`src/rtl/core/ssmk_pkg.sv`:
```
// Shared types and constants for the subset-sum modulo-k reachability block.
// Used by every module under rtl/core; depends on nothing else.
`default_nettype none

package ssmk_pkg;

  localparam int AMOUNT_W  = 16;
  localparam int VALUE_W   = 6;
  localparam int COUNT_W   = 7;
  localparam int TOTAL_W   = 26;
  localparam int MODULUS_W = 6;

  localparam int DEF_MAX_MODULUS = 63;
  localparam int DEF_MAX_ITEMS   = 1024;
  localparam int DEF_AMOUNT_BITS = 16;

  typedef struct packed {
    logic [AMOUNT_W-1:0] amount;
    logic                last_item;
  } item_t;

  typedef struct packed {
    logic [VALUE_W-1:0] value;
    logic [COUNT_W-1:0] answer_count;
    logic               empty_res;
    logic               last_result;
  } result_t;

  // Status from the serial remainder unit to the sequencer.
  typedef struct packed {
    logic                 done;
    logic [MODULUS_W-1:0] rem;
  } div_res_t;

endpackage

`default_nettype wire

```
`src/rtl/core/subset_sum_mod_k_reachability.sv`:
```
// Top level of the subset-sum modulo-k reachability block: sequencer, state, output register.
// Depends on ssmk_pkg and ssmk_rem_unit.
//
//   channel   signals                         direction  payload
//   item      item_valid / item_stall / item  in         ssmk_pkg::item_t
//   result    result_valid / result_stall     out        ssmk_pkg::result_t
//   cfg       cfg_valid / cfg_ready / cfg_data in        modulus, 6 bits
//
// An item goes through the bit-serial remainder unit (amount mod k), then the reachable set
// is rotated by amount mod k places, one place per rotate-by-one step. A last item then adds
// a multiply step, a count walk over the values 0..k and an emit walk over them (a single
// result for an empty answer), each emit step held while a result is stalled.
// item_stall is high in reset and from acceptance until the item and any answer walk are done.
// Reset is synchronous and needs no clearing pass.
`default_nettype none

module subset_sum_mod_k_reachability #(
  parameter int MAX_MODULUS = ssmk_pkg::DEF_MAX_MODULUS,
  parameter int MAX_ITEMS   = ssmk_pkg::DEF_MAX_ITEMS,
  parameter int AMOUNT_BITS = ssmk_pkg::DEF_AMOUNT_BITS
) (
  input  wire                           clk,
  input  wire                           rst,
  input  wire                           item_valid,
  output logic                          item_stall,
  input  ssmk_pkg::item_t               item,
  output logic                          result_valid,
  input  wire                           result_stall,
  output ssmk_pkg::result_t             result,
  input  wire                           cfg_valid,
  output logic                          cfg_ready,
  input  wire [ssmk_pkg::MODULUS_W-1:0] cfg_data
);
  import ssmk_pkg::*;

  localparam int AMT_KEEP = (AMOUNT_BITS < AMOUNT_W) ? AMOUNT_BITS : AMOUNT_W;
  localparam int CNT_W    = $clog2(MAX_ITEMS + 1);
  localparam int PROD_W   = CNT_W + MODULUS_W;
  localparam int CMP_W    = (TOTAL_W > PROD_W) ? TOTAL_W : PROD_W;
  localparam int SW       = $clog2(MAX_MODULUS);
  localparam int IW       = $clog2(MAX_MODULUS + 1);

  localparam logic [2:0] S_IDLE = 3'd0;
  localparam logic [2:0] S_MOD  = 3'd1;
  localparam logic [2:0] S_ROT  = 3'd2;
  localparam logic [2:0] S_MUL  = 3'd3;
  localparam logic [2:0] S_CNT  = 3'd4;
  localparam logic [2:0] S_EMIT = 3'd5;

  logic [2:0]             state;
  logic [MODULUS_W-1:0]   modulus;
  logic [MAX_MODULUS-1:0] reach;
  logic [MAX_MODULUS-1:0] rot;
  logic [TOTAL_W-1:0]     total;
  logic [CNT_W-1:0]       count;
  logic                   last;
  logic [MODULUS_W-1:0]   rcnt;
  logic [PROD_W-1:0]      prod;
  logic [IW-1:0]          idx;
  logic [COUNT_W-1:0]     n;
  logic [COUNT_W-1:0]     emitted;

  logic [MODULUS_W-1:0]   k;
  logic [MODULUS_W-1:0]   k_m1;
  logic [MAX_MODULUS-1:0] km;
  logic [MAX_MODULUS-1:0] rot_next;
  logic [MAX_MODULUS:0]   reach_pad;
  logic                   accept;
  logic                   slot_free;
  logic                   zero_ok;
  logic                   total_ge_k;
  logic                   qual;
  logic                   idx_is_k;
  logic [TOTAL_W:0]       sum;
  logic [AMOUNT_W-1:0]    amt_eff;
  div_res_t               div_res;

  assign accept     = item_valid && !item_stall;
  assign item_stall = rst || (state != S_IDLE);
  assign cfg_ready  = !rst;
  assign slot_free  = !result_valid || !result_stall;

  // Effective modulus: zero counts as one, values above the maximum are clamped.
  always_comb begin
    if (modulus == '0) begin
      k = MODULUS_W'(1);
    end else if (modulus > MODULUS_W'(MAX_MODULUS)) begin
      k = MODULUS_W'(MAX_MODULUS);
    end else begin
      k = modulus;
    end
    k_m1 = k - MODULUS_W'(1);
  end

  // Mask of live remainders, and a rotate by one place within the low k bits.
  always_comb begin
    for (int b = 0; b < MAX_MODULUS; b++) begin
      km[b] = (MODULUS_W'(b) < k);
    end
    rot_next[0] = rot[k_m1[SW-1:0]];
    for (int b = 1; b < MAX_MODULUS; b++) begin
      rot_next[b] = km[b] ? rot[b-1] : 1'b0;
    end
  end

  assign amt_eff = AMOUNT_W'(item.amount[AMT_KEEP-1:0]);
  assign sum     = {1'b0, total} + (TOTAL_W+1)'(amt_eff);

  assign zero_ok    = CMP_W'(total) <= CMP_W'(prod);
  assign total_ge_k = total >= TOTAL_W'(k);
  assign reach_pad  = {1'b0, reach};
  assign idx_is_k   = (MODULUS_W'(idx) == k);

  // Does the value under the walk index belong to the answer?
  always_comb begin
    if (idx == '0) begin
      qual = zero_ok;
    end else if (idx_is_k) begin
      qual = total_ge_k;
    end else begin
      qual = reach_pad[idx];
    end
  end

  ssmk_rem_unit #(
    .DIV_BITS (AMT_KEEP)
  ) u_rem (
    .clk      (clk),
    .rst      (rst),
    .start    (accept),
    .dividend (item.amount[AMT_KEEP-1:0]),
    .divisor  (k),
    .res      (div_res)
  );

  always_ff @(posedge clk) begin
    if (rst) begin
      modulus <= MODULUS_W'(MAX_MODULUS);
    end else if (cfg_valid && cfg_ready) begin
      modulus <= cfg_data;
    end
  end

  always_ff @(posedge clk) begin
    if (rst) begin
      state        <= S_IDLE;
      reach        <= MAX_MODULUS'(1);
      total        <= '0;
      count        <= '0;
      result_valid <= 1'b0;
    end else begin
      if (result_valid && !result_stall) begin
        result_valid <= 1'b0;
      end
      unique case (state)
        S_IDLE: begin
          if (accept) begin
            reach <= reach & km;
            total <= sum[TOTAL_W] ? {TOTAL_W{1'b1}} : sum[TOTAL_W-1:0];
            if (count < CNT_W'(MAX_ITEMS)) begin
              count <= count + CNT_W'(1);
            end
            state <= S_MOD;
          end
        end
        S_MOD: begin
          if (div_res.done) begin
            state <= S_ROT;
          end
        end
        S_ROT: begin
          if (rcnt == '0) begin
            reach <= reach | rot;
            state <= last ? S_MUL : S_IDLE;
          end
        end
        S_MUL: begin
          state <= S_CNT;
        end
        S_CNT: begin
          if (idx_is_k) begin
            state <= S_EMIT;
          end
        end
        S_EMIT: begin
          if (slot_free) begin
            if (n == '0 || qual) begin
              result_valid <= 1'b1;
            end
            if (n == '0 || idx_is_k) begin
              reach <= MAX_MODULUS'(1);
              total <= '0;
              count <= '0;
              state <= S_IDLE;
            end
          end
        end
        default: begin
          state <= S_IDLE;
        end
      endcase
    end
  end

  // Datapath registers without reset.
  always_ff @(posedge clk) begin
    unique case (state)
      S_IDLE: begin
        if (accept) begin
          rot  <= reach & km;
          last <= item.last_item;
        end
      end
      S_MOD: begin
        rcnt <= div_res.rem;
      end
      S_ROT: begin
        if (rcnt != '0) begin
          rot  <= rot_next;
          rcnt <= rcnt - MODULUS_W'(1);
        end
      end
      S_MUL: begin
        prod <= PROD_W'({{MODULUS_W{1'b0}}, count - CNT_W'(1)} * {{CNT_W{1'b0}}, k});
        idx  <= '0;
        n    <= '0;
      end
      S_CNT: begin
        if (qual) begin
          n <= n + COUNT_W'(1);
        end
        if (idx_is_k) begin
          idx     <= '0;
          emitted <= '0;
        end else begin
          idx <= idx + IW'(1);
        end
      end
      S_EMIT: begin
        if (slot_free) begin
          if (n == '0) begin
            result.value        <= '0;
            result.answer_count <= '0;
            result.empty_res    <= 1'b1;
            result.last_result  <= 1'b1;
          end else if (qual) begin
            result.value        <= VALUE_W'(idx);
            result.answer_count <= n;
            result.empty_res    <= 1'b0;
            result.last_result  <= (emitted + COUNT_W'(1) == n);
            emitted             <= emitted + COUNT_W'(1);
          end
          idx <= idx + IW'(1);
        end
      end
      default: begin
      end
    endcase
  end

endmodule

`default_nettype wire

```
`src/rtl/core/ssmk_rem_unit.sv`:
```
// Bit-serial remainder unit: dividend mod divisor, one dividend bit per cycle.
// Depends on ssmk_pkg.
`default_nettype none

module ssmk_rem_unit #(
  parameter int DIV_BITS = 16
) (
  input  wire                              clk,
  input  wire                              rst,
  input  wire                              start,
  input  wire [DIV_BITS-1:0]               dividend,
  input  wire [ssmk_pkg::MODULUS_W-1:0]    divisor,
  output ssmk_pkg::div_res_t               res
);
  import ssmk_pkg::*;

  localparam int CW = $clog2(DIV_BITS + 1);

  logic [DIV_BITS-1:0]  shreg;
  logic [MODULUS_W-1:0] rem;
  logic [CW-1:0]        cnt;
  logic                 done;

  logic [MODULUS_W:0]   trial;
  logic                 ge;
  logic [MODULUS_W-1:0] rem_next;

  // Shift in the next dividend bit, then one compare and subtract.
  always_comb begin
    trial    = {rem, shreg[DIV_BITS-1]};
    ge       = trial >= {1'b0, divisor};
    rem_next = ge ? MODULUS_W'(trial - {1'b0, divisor}) : trial[MODULUS_W-1:0];
  end

  always_ff @(posedge clk) begin
    if (rst) begin
      cnt  <= '0;
      done <= 1'b0;
    end else begin
      done <= 1'b0;
      if (start) begin
        cnt <= CW'(DIV_BITS);
      end else if (cnt != '0) begin
        cnt  <= cnt - CW'(1);
        done <= (cnt == CW'(1));
      end
    end
  end

  always_ff @(posedge clk) begin
    if (start) begin
      shreg <= dividend;
      rem   <= '0;
    end else if (cnt != '0) begin
      shreg <= shreg << 1;
      rem   <= rem_next;
    end
  end

  assign res.done = done;
  assign res.rem  = rem;

endmodule

`default_nettype wire

```
`config.mk`:
```
export PLATFORM = sky130hd
export DESIGN_NAME = subset_sum_mod_k_reachability
export DESIGN_NICKNAME = d
export VERILOG_FILES = /design/src/rtl/core/ssmk_pkg.sv /design/src/rtl/core/subset_sum_mod_k_reachability.sv /design/src/rtl/core/ssmk_rem_unit.sv
export SDC_FILE = /design/constraint.sdc
export NUM_CORES = 1
export LEC_CHECK = 0
export BUFFER_PORTS_ARGS = -buffer_cell sky130_fd_sc_hd__buf_4
export CAP_MARGIN = 10
export CORE_MARGIN = 4
export CORE_UTILIZATION = 47
export CTS_CLUSTER_SIZE = 40
export DETAILED_ROUTE_END_ITERATION = 10
export PLACE_DENSITY_LB_ADDON = 0.12
export SETUP_SLACK_MARGIN = 0.3
export SYNTH_ARGS = -nofsm -noshare
export SYNTH_HDL_FRONTEND = slang
export SYNTH_SLANG_ARGS = --single-unit
```
`constraint.sdc`:
```
create_clock -name clk -period 5.8 [get_ports clk]
set_input_delay 0.58 -clock clk [delete_from_list [all_inputs] [get_ports clk]]
set_output_delay 0.58 -clock clk [all_outputs]
set_load 0.05 [all_outputs]
```
Yosys cells after proc, flatten, opt, wreduce, memory -nomap -nowiden --
Cells that the tools add are included. W data, S select, Z words.
Word-level totals: output and inout port bits 18, bits of input ports 28, register bits 260, logic and storage cells 283
Cells by class: reductions and logical operators 41, bitwise operators 3, add/subtract/negate cells 10, $mul 1, multiplexer cells 117, magnitude comparators 70, equality and inequality tests 19
Operator list (count):
- $mux W63 | 5
- $pmux W63 S3 | 1
- $lt A6 B6 Y1 const A | 31
- $pmux W63 S2 | 1
- $mux W26 | 4
- $lt A5 B6 Y1 const A | 16
- $mux W1 | 70
- $and A63 B63 Y63 | 1
- $or A63 B63 Y63 | 1
- $pmux W26 S2 | 1
- $lt A4 B6 Y1 const A | 8
- $mux W11 | 4
- $mux W6 | 6
- $mux W7 | 5
- $mux W16 | 2
- $pmux W7 S2 | 2
- $add A26 B16 Y27 | 1
- $ge A26 B6 Y1 | 1
- $le A26 B17 Y1 | 1
- $lt A3 B6 Y1 const A | 4
- $pmux W11 S2 | 1
- $ne A2 B2 Y1 const B | 10
- $logic_not A6 Y1 | 3
- $mux W3 | 6
- 45 further kinds | 76

Longest topological paths before layout --
word-level depth 10, gate-level depth with buffers 21, gate-level depth less buffers 19

Modules after synthesis --
A second synthesis with hierarchy kept.
Unflattened totals: cells, all modules 1933, area, all modules 17289.1 um^2
Modules (own cells, without submodules):
- subset_sum_mod_k_reachability | cells an instance 1793, times used 1, seq. area each 5865.6 um^2, area each 15720.1 um^2
- ssmk_rem_unit | cells an instance 140, times used 1, seq. area each 720.7 um^2, area each 1569.0 um^2

Worst setup path before layout --
Ideal clock, no wire load.
path type register to register, start point register modulus[5], end point register prod[13], data pin, data arrival time 4695 ps, period minus slack after synthesis 4952 ps, library setup time 258 ps, data required time 5542 ps, stages on the path, launching flop included 22, slack 848 ps, buffers on the path 3, cell sequence dfxtp_1 -> buf_6 -> nor4_2 -> a21o_1 -> buf_4 -> inv_2 -> buf_1 -> nor2_1 -> fa_1 -> inv_1 -> fa_1 -> fa_1 -> inv_1 -> ha_1 -> a21o_1 -> a21oi_1 -> nor2b_1 -> o211ai_1 -> nand2_1 -> a41oi_1 -> nor2b_1 -> xnor2_1
Between the ends: cells in the longest elaborated chain, start to end 4, elaborated cells on any way between the ends 5, classes of those cells 1 x mul; 1 x order compare; 2 x mux; 1 x reduce/logical
RTL lines:
- from (decl) | line subset_sum_mod_k_reachability.sv:51 | logic [MODULUS_W-1:0] modulus;
- from (signal assigned) | line subset_sum_mod_k_reachability.sv:138 | modulus <= MODULUS_W'(MAX_MODULUS);
- from (signal assigned) | line subset_sum_mod_k_reachability.sv:140 | modulus <= cfg_data;
- $gt A6 B6 Y1 | line subset_sum_mod_k_reachability.sv:87 | end else if (modulus > MODULUS_W'(MAX_MODULUS)) begin
- $mux W6 | line subset_sum_mod_k_reachability.sv:87
- $mux W6 (*) | line subset_sum_mod_k_reachability.sv:85 | if (modulus == '0) begin
- $mul A11 B6 Y17 (*) | line subset_sum_mod_k_reachability.sv:224 | prod <= PROD_W'({{MODULUS_W{1'b0}}, count - CNT_W'(1)} * {{CNT_W{1'b0}}, k});
- to (signal assigned) | line subset_sum_mod_k_reachability.sv:224
- to (decl) | line subset_sum_mod_k_reachability.sv:58 | logic [PROD_W-1:0] prod;
Every way passes the cells marked *; elsewhere a longest branch is shown, timed or not. A chain may end at the register's enable or synchronous reset.

Final worst setup path --
start point register count[0], end point register prod[16], data pin
Between the ends: cells in the longest elaborated chain, start to end 2
RTL lines:
- from (decl) | line subset_sum_mod_k_reachability.sv:55 | logic [CNT_W-1:0] count;
- from (signal assigned) | line subset_sum_mod_k_reachability.sv:161 | count <= count + CNT_W'(1);
- $sub A11 B1 Y11 | line subset_sum_mod_k_reachability.sv:224
- $mul A11 B6 Y17 | line subset_sum_mod_k_reachability.sv:224
No other way between the ends.

==> metrics <==
placed cells=2,299; Finished Layout Cells=about 2,400; cell accounting for the most synthesized area=edfxtp_1; synthesized cell area=roughly 0.017 mm^2; status=completed; Layout area overhead=9.976%; Avg Cell Area, Syn=between 8 and 9 um^2; Hold Fails Final Rpt=0; Worst EP arrival=~5.2 ns; Fin Hold WS=a little over 0.2 ns; Synth Register Bits=between 200 and 300; antenna cell count=0; Top FF cell, synth=edfxtp_1; Post-synth EDFFs=138; Iter 0 DRT Violations=~1,300; Setup Crit Path Kind=flop to flop; Peak VDD IR=about 0.00042 V; Root Driver=clkbuf_16; Leakage=a little over 7 nW; Cells after Synth=1,887; die area=between 0.03 and 0.04 mm^2; R2R depth=20; post-CTS setup buffer count=0; drt first pass iters=6; Initial Util=between 40% and 50%; first-pass GRT wire length=~76,000 um; final instance area=0.01841 mm^2; row count=68; Sequential Power Share=approximately a third; final worst-path cycle share=between 80% and 90%; buffer depth of the longest clock path=3; vias per cell=approximately 6.0; Core Region=0.03488 mm^2; crit end category=flop; synthesized net count=between 2,000 and 2,500; R2R Path End=prod[16]; Clk pwr share=21.8%; Switching Fraction=around two fifths; Worst setup SP type=flop; most frequent cells in the layout=nand2_1 (259), nor2_1 (219), a21oi_1 (150); actual slew at the worst max-slew pin=between 1 and 1.5 ns; WL final=between 40,000 and 50,000 um; # DRC=0; Routability Congestion=0.9035; ys async rst share=0%; area of the multi-input gates=a little over 0.009 mm^2; Layout Nets=2,028; RSZ-0062 raised after global routing=false; antenna-violating nets left=0; Die W=between 150 and 200 um; number of fill cells in the layout=~3,200; post-cts resize count=0; CTS clk-pin slew, worst paths=roughly 0.060 ns; Worst Path Required=between 6 and 7 ns; placed inst area=0.01743 mm^2; worst hold path class=input port to flop; sequential element share of the synthesized area=about two fifths; DR WL/cell=~20 um; FF/Latch Area=between 0.006 and 0.007 mm^2; FMAX=slightly above 0.2 GHz; H-tree Lvls=1; CP max FO=13; combinational power share=46.6%; shortest period the worst path allows=about 4.9 ns; Relative slew margins=slightly above 20%; Max-Cap Viols=0; GR Overflow Total=0; Pwr Density=467.3 mW/mm^2; IO Pins=between 40 and 50; DP HPWL=32,910 um; number of global-route vias before repair=13,520; top post-synthesis cells by area=edfxtp_1 (25%), dfxtp_1 (15%), ha_1 (6.3%), nand2_1 (5.9%), nor2_1 (4.9%); share of layout cells above drive strength 1=approximately 8.9%; antenna violations before repair=0; Worst setup startpoint=count[0]; Hold-fix buffers, CTS=0; synth warn=0; Clock Skews=between 0.02 and 0.025 ns; most common cell after layout, fill and taps aside=nand2_1; Max Slew Vio Count=0; post-route setup slack=0.9194 ns; largest net degree at the start of global routing=75; Sw Pwr=around 0.0033 W; Power Internal=~0.0053 W; Synth cell types=70; Num CTS Buffers=30; clk sinks=between 200 and 300; post-synth top area share=about 25%; total global-route track usage=roughly 24%; via count=~14,000; crit path to=prod[16]; R2R Setup Slk=between 0.9 and 1 ns; die height=a little under 200 um; # setup viols final=0; DP Worst Slack=~0.91 ns; Reg2Reg Launch Point=count[0]; CTS tree=done; I/O Buffers=45; worst skew pair latency=between 0.5 and 0.6 ns; TNS Setup=0 ns
kinds of logic (layout without fill, tap and decap cells):
logic type	count (synthesis)	count (layout)	synth area share, %
AND/OR/NAND/NOR	695	695	18.31
AO/OA/AOI/OAI	425	425	15.47
flip-flops	260	260	39.34
buffers and inverters	223	237	5.126
adder cells (fa/ha/maj)	123	123	10.94
multiplexers	85	85	6.845
XOR/XNOR	76	76	3.975
power by group through the flow:
| stage | logic [W] | clock network (W) | registers, W |
|---|---|---|---|
| CTS | 0.00403 | 0.00190 | 0.00272 |
| floorplan | 0.00318 | 0 | 0.00266 |
| global route | 0.00455 | 0.00198 | 0.00275 |
| finish | 0.00401 | 0.00187 | 0.00272 |
| global placement | 0.00391 | 0 | 0.00275 |
| detailed placement | 0.00401 | 0 | 0.00275 |
worst min-delay path by stage:
stage	endpoint	slack [ns]	start	cells after the start
2_1_floorplan	total[0]	0.43	total[0]	2
3_3_place_gp	total[23]	0.47	total[23]	2
3_5_place_dp	reach[21]	0.48	reach[21]	2
4_1_cts	last	0.18	item[0]	1
5_1_grt	last	0.19	item[0]	1
6_report	last	0.20	item[0]	1
cell type report:
type / instances / area share (%)
sequential: 260 / 35.77
clock inverter: 14 / 0.5436
clock buffer: 42 / 4.763
multi-input combinational: 1404 / 50.57
tap: 455 / 3.092
timing repair buffer: 78 / 3.166
inverter: 103 / 2.100
metal layers:
metal  vias up  global-route usage (%)  part of all wire [%]
met3        68                   4.564                   7.9
li1       6642                       -                     -
met4         0                   6.240                   2.4
met5         -                       0                     0
met2       542                   37.80                    45
met1      6802                   34.85                    45
state kept, by name, summed over array words and instances (netlist names), 7 cells and up:
signal,cells
reach,63
rot,63
total,26
prod,17
u_rem.shreg,16
result,15
count,11
emitted,7
n,7
worst max-delay path, cell delays in order, from the launching register on:
cell     delay [ns]
dfxtp_1        0.31
buf_4          0.19
inv_1          0.11
ha_1           0.25
nand2_1        0.12
nor2_1         0.07
xnor2_1        0.47
nor2_1         0.12
fa_1           0.46
fa_1           0.49
inv_1          0.05
fa_1           0.52
inv_1          0.04
ha_1           0.32
inv_1          0.07
o21ai_0        0.29
nand3_1        0.16
a31oi_1        0.25
a21o_1         0.15
a21oi_1        0.07
xnor2_1        0.12
cell usage after synthesis (all sizes together), types with 22 or more instances:
library cell	number
buf	22
mux2i	56
a22oi	35
dfxtp	122
nor2	219
nand2	263
fa	39
nor3	64
inv	100
mux4	23
ha	84
o21ai	119
edfxtp	138
xor2	30
clkbuf	98
nand3	31
a21oi	151
xnor2	46
stage by stage:
stage / total power, W / utilization (%)
after floorplan: 0.005836 / -
after global placement: 0.006659 / 49.97
after detailed placement: 0.006760 / 49.97
after CTS: 0.008646 / 52.77
after global routing: 0.009290 / 52.79
final: 0.008605 / 52.79
(Power assumes the default switching activity.)
